**src/rtl/assert_macros.svh**
```systemverilog
// Assertion helpers shared by the RTL files
`ifndef ASSERT_MACROS_SVH
`define ASSERT_MACROS_SVH
// Assert that an antecedent implies a consequent in the same cycle
`define ASSERT_IMPLY(label, clk, rst_n, a, c) \
    label: assert property (@(posedge clk) disable iff (!rst_n) (a) |-> (c)) \
        else $error("assertion failed");
// Assert that an antecedent implies a consequent in the following cycle
`define ASSERT_NEXT(label, clk, rst_n, a, c) \
    label: assert property (@(posedge clk) disable iff (!rst_n) (a) |=> (c)) \
        else $error("assertion failed");
`endif

```
**src/rtl/bua_pkg.sv**
```systemverilog
// ----------------------------------------------------------------------------
// bua_pkg
// Shared types, constants and codes for the upsample and argmax block.
// ----------------------------------------------------------------------------
package bua_pkg;
    localparam int MAX_WIDTH_DEF   = 64;
    localparam int MAX_HEIGHT_DEF  = 64;
    localparam int MAX_CLASSES_DEF = 16;

    localparam int CFG_IDX_W  = 3;
    localparam int CFG_DATA_W = 24;

    localparam logic [CFG_IDX_W-1:0] REG_IN_WIDTH    = 3'd0;
    localparam logic [CFG_IDX_W-1:0] REG_IN_HEIGHT   = 3'd1;
    localparam logic [CFG_IDX_W-1:0] REG_CLASS_COUNT = 3'd2;
    localparam logic [CFG_IDX_W-1:0] REG_COL_SCALE   = 3'd3;
    localparam logic [CFG_IDX_W-1:0] REG_ROW_SCALE   = 3'd4;
    localparam logic [CFG_IDX_W-1:0] REG_ACT_MODE    = 3'd5;

    localparam logic [1:0] ACT_SIGMOID = 2'd1;
    localparam logic       OP_LOAD     = 1'b0;
    localparam logic [7:0] UNLABELED   = 8'd255;
    localparam logic signed [17:0] Q8_8_HALF = 18'sd128;

    typedef enum logic [2:0] {
        ST_IDLE,
        ST_MAP,
        ST_READ,
        ST_LERP,
        ST_NEXT,
        ST_OUT
    } state_t;

    // controller to datapath
    typedef struct packed {
        logic start;     // capture request and multiply coordinates
        logic map;       // form corners from the products
        logic rd;        // issue one corner read
        logic lerp_row;  // row interpolations
        logic lerp_col;  // column interpolation and compare
        logic first;     // first channel
        logic finish;    // form category into output register
    } cmd_t;

    // datapath to controller
    typedef struct packed {
        logic rd_last;   // fourth corner read issued
        logic ch_last;   // last channel
    } stat_t;
endpackage

```
**src/rtl/bua_ctrl.sv**
```systemverilog
// ----------------------------------------------------------------------------
// bua_ctrl
// Sequencer: maps a classify request, then walks channels reading four corners.
// ----------------------------------------------------------------------------
`include "assert_macros.svh"
module bua_ctrl (
    input  logic           clk,
    input  logic           rst_n,
    input  logic           req_valid,
    input  logic           req_classify,
    input  logic           out_free,
    input  bua_pkg::stat_t stat,
    output logic           req_ready,
    output bua_pkg::cmd_t  cmd
);
    import bua_pkg::*;

    state_t state_reg, state_next;
    logic   first_reg, first_next;

    // hold state
    always_ff @(posedge clk or negedge rst_n)
    begin
        if (!rst_n)
        begin
            state_reg <= ST_IDLE;
            first_reg <= 1'b0;
        end
        else
        begin
            state_reg <= state_next;
            first_reg <= first_next;
        end
    end

    // advance sequence
    always_comb
    begin
        state_next = state_reg;
        first_next = first_reg;
        cmd        = '0;
        cmd.first  = first_reg;
        req_ready  = 1'b0;
        unique case (state_reg)
            ST_IDLE:
            begin
                req_ready = 1'b1;
                if (req_valid && req_classify)
                begin
                    cmd.start  = 1'b1;
                    state_next = ST_MAP;
                end
            end
            ST_MAP:
            begin
                cmd.map    = 1'b1;
                first_next = 1'b1;
                state_next = ST_READ;
            end
            ST_READ:
            begin
                cmd.rd = 1'b1;
                if (stat.rd_last) state_next = ST_LERP;
            end
            ST_LERP:
            begin
                cmd.lerp_row = 1'b1;
                state_next   = ST_NEXT;
            end
            ST_NEXT:
            begin
                cmd.lerp_col = 1'b1;
                first_next   = 1'b0;
                state_next   = stat.ch_last ? ST_OUT : ST_READ;
            end
            ST_OUT:
            begin
                if (out_free)
                begin
                    cmd.finish = 1'b1;
                    state_next = ST_IDLE;
                end
            end
            default: state_next = ST_IDLE;
        endcase
    end

    `ASSERT_NEXT(a_map_after_start, clk, rst_n, cmd.start, state_reg == ST_MAP)
    `ASSERT_IMPLY(a_busy_not_ready, clk, rst_n, state_reg != ST_IDLE, !req_ready)
    `ASSERT_NEXT(a_finish_idle, clk, rst_n, cmd.finish, state_reg == ST_IDLE)
endmodule

```
**config.mk**
```make
export PLATFORM = sky130hd
export DESIGN_NAME = bua_ctrl
export DESIGN_NICKNAME = d
export VERILOG_FILES = /design/src/rtl/bua_pkg.sv /design/src/rtl/bua_ctrl.sv
export VERILOG_INCLUDE_DIRS = /design/src /design/src/rtl
export SDC_FILE = /design/constraint.sdc
export NUM_CORES = 1
export LEC_CHECK = 0
export BUFFER_PORTS_ARGS = -buffer_cell sky130_fd_sc_hd__buf_2
export CORE_AREA = 2 2 39 41
export CTS_CLUSTER_SIZE = 20
export DETAILED_ROUTE_END_ITERATION = 6
export DIE_AREA = 0 0 41 43
export MAX_ROUTING_LAYER = met4
export SETUP_SLACK_MARGIN = 0.2
export SYNTH_ARGS = -nofsm -noshare
export SYNTH_HDL_FRONTEND = slang
export SYNTH_SLANG_ARGS = --single-unit
```
**constraint.sdc**
```tcl
create_clock -name clk -period 2.9 [get_ports clk]
set_input_delay 0.58 -clock clk [delete_from_list [all_inputs] [get_ports clk]]
set_output_delay 0.58 -clock clk [all_outputs]
set_load 0.02 [all_outputs]
```
* Word-level counts from Yosys, hierarchy flattened
Index checks and enable logic that the tools add are counted.
Operators by class: shifts and indexed selects 0, eq/ne operators 8, divide/modulo/power cells 0, bitwise gates (word level) 0, multiplexer cells 15, add/sub/neg operators 0, order comparisons 0, multiply operators 0, reductions and logical operators 4
Operators with widths (count):
- $pmux W3 S6 | 1
- $mux W3 | 4
- $mux W1 | 9
- $eq A3 B2 Y1 const B | 2
- $eq A3 B3 Y1 const B | 2
- $ne A2 B2 Y1 const B | 3
- $eq A3 B1 Y1 const B | 1
- $logic_not A3 Y1 | 1
- $reduce_and A3 Y1 | 1
- $pmux W1 S2 | 1
- $reduce_bool A2 Y1 | 1
- $logic_and A1 B1 Y1 | 1
Storage, ports and cells: bits in latches 0, output and inout bits 8, register bits after elaboration 4, input bits 7, memory bits (writable) 0, memories 0, memory bits (read-only) 0

* Longest topological paths before layout
word-level depth 3, mapped depth 4, gate-level depth less buffers 3

* Worst setup path before layout
Ideal clock, no wire load.
path type reg2out, start point reg state_reg[0], end point out cmd[6] (netlist bit), data arrival time 1.388 ns, path buffers 1, cell stages (with the launch flop) 4, slack 0.932 ns, path through dfrtp_1 > buf_6 > nor3_1 > and3_1
RTL lines:
- from (decl) | RTL line bua_ctrl.sv:18 | state_t state_reg, state_next;
- from (signal assigned) | RTL line bua_ctrl.sv:31 | state_reg <= state_next;
- to (decl) | RTL line bua_ctrl.sv:14 | output bua_pkg::cmd_t cmd

==> impl_metrics.toml <==
[layout]
layout.cells.non_filler = 60
design_area_sq_um = 358
largest_reg_flops = 3
diodes = 0
layout_commonest_cell = "buf_2"
final_cell_mix = "buf_2, nor2_1, dfrtp_1"
layout.nets = 53
drive_gt1_share_pct = 45.5
area_growth_pct = 35.5
final_core_util_pct = 25.9

[power_and_ir_drop]
ir_drop_mv = 0.318
power_uw = 393
leakagePower_uw = 0.000197
intPower_uw = 213
power.switching_uw = 180
p_comb_share_pct = 51.2
p_per_area_nw_per_um2 = 1100
pwr-share-seq_pct = 31.2
p_clk_share_pct = 17.6
netSwitchingFraction_pct = 45.9

[drt]
wire_per_inst_microns = 9.73
via_count = 260
firstDrtPassIters = 3
first_iter_violations = 4
detail-route-antenna-nets = 0
drc = 0
postRouteWirelength_microns = 584
viasPerCell = 4.33

[setup_path]
crit_chain = "nor3_1, and3_1, buf_2"
crit_required_ns = 2.32
cp_top_family = "flip-flops"
crit_type = "reg2out"
slowest_delay_ns = 0.47
cp_num_buf_inv = 1
start_kind = "flop"
slowest_stage = "dfrtp_1"
worst_ep_arrival_time_ns = 1.26
crit_fanout = 10
endpoint_kind = "output port"
rrSetupSlack_ns = 1.82

[global_route]
grt.total_usage_pct = 9.42
grt_antenna_before_repair = 0
grt-ovfl-total = 0
grt_first_pass_wirelength_microns = 972
grt_pass1_vias = 242
grt_max_degree = 11

[clocking]
postCtsHoldBufs = 0
clk_pin_slew_ns = 0.04
cts-resized-gates = 0
cts_tree = "built"
cts.sinks = 4
cts-root-buf = "clkbuf_4"
cts_buffers = 3
cts-htree-levels = 1
cts_setup_buffers = 0
cts_buffer_depth = 2
insertion_delay_ns = 0.24

[placement]
place.gp.congestion = 0.789
dpl_cell_area_sq_um = 335
placed_cells = 57
io_buffers = 14
dp_hpwl_microns = 454

[timing]
setup_tns_ns = 0
rsz0062_at_grt = "false"
fin_crit_ns = 1.84
skew_ns = 0.00283
fmax_mhz = 544
setup_viol_count_final = 0
slew_violations = 0
tightest_slew_ns = 0.281
final-hold-violation-count = 0
slew_headroom_pct = 81.2
period_share_pct = 63.4

[floorplan]
die_h_microns = 43
die_area_sq_um = 1760
num_io_pins = 15
die_x_microns = 41
core_area_sq_um = 1380
start_util_pct = 19.1
placementRows = 14

[job]
drv_cap = 0

[logic_synthesis]
avgSynthCellArea_sq_um = 9.10
synth_nets = 36
async_reset_ff_share_pct = 100
synth_edf_count = 0
yosys_warnings = 0
synth_cells = 29
synth-seq-cells = 4
seq_area_frac_synth_pct = 37.9
ys.flop_type = "dfrtp_1"
netlist_area_sq_um = 264
ys_types = 17

[worst_hold_path]
hold_path.class = "in2async"

[status]
status = "complete, no violations"
metrics by stage:
stage                     worst slack (ns)  hold WS (ns)
after floorplan                      0.932         0.284
after global placement                1.32         0.388
after detailed placement              1.30         0.386
after CTS                             1.04         0.133
after global routing                 0.967         0.146
final                                 1.06         0.138
area by class of cell:
class / count / area, sq um
Tap cell: 16 / 20.0
Clock buffer: 3 / 22.5
Inverter: 2 / 7.51
Fill cell: 156 / 1030
Timing Repair Buffer: 14 / 70.1
Sequential cell: 4 / 100
Multi-Input combinational cell: 21 / 138
cell usage after synthesis (all sizes together) (2+ instances only):
| cell type | number | area share, % |
|---|---|---|
| and3 | 2 | 4.7 |
| inv | 2 | 2.8 |
| o21ai | 2 | 3.8 |
| nor3b | 2 | 9.5 |
| dfrtp | 4 | 38 |
| nor2 | 5 | 7.1 |
| buf | 2 | 7.1 |
| nand2b | 2 | 4.7 |
cells by family (layout without fill, tap and decap cells):
logic type / count (synthesis) / in the layout / synth area share (%)
AO/OA/AOI/OAI: 7 / 7 / 18.0
buffers and inverters: 4 / 19 / 9.95
flip-flops: 4 / 4 / 37.9
AND/OR/NAND/NOR: 14 / 14 / 34.1
per-layer routing:
layer / GRT usage [%] / vias up / wire, microns
met1: 10.8 / 119 / 241
met4: 14.0 / 0 / 24
met2: 10.3 / 8 / 281
li1: - / 131 / -
met3: 2.09 / 2 / 37
met5: - / - / 0
final timing paths:
| check | from | end | cells after the start |
|---|---|---|---|
| max in group asynchronous | rst_n | state_reg[1]$_DFFE_PN0P_ | 1 |
| setup / recovery | state_reg[0]$_DFFE_PN0P_ | cmd[6] | 3 |
| hold / removal | rst_n | state_reg[2]$_DFFE_PN0P_ | 1 |
| min in group clk | first_reg$_DFFE_PN0P_ | first_reg$_DFFE_PN0P_ | 2 |
| hold reg to reg | first_reg$_DFFE_PN0P_ | first_reg$_DFFE_PN0P_ | 2 |
| setup reg to reg | state_reg[0]$_DFFE_PN0P_ | state_reg[0]$_DFFE_PN0P_ | 3 |
power groups by stage:
stage | sequential [uW] | clock, uW | combinational, uW
floorplan | 105 | 0 | 178
detailed placement | 123 | 0 | 203
global placement | 123 | 0 | 204
global route | 128 | 72.4 | 224
finish | 123 | 69.2 | 201
CTS | 123 | 71.9 | 204
Note: power is estimated with default switching activity, not from simulation.
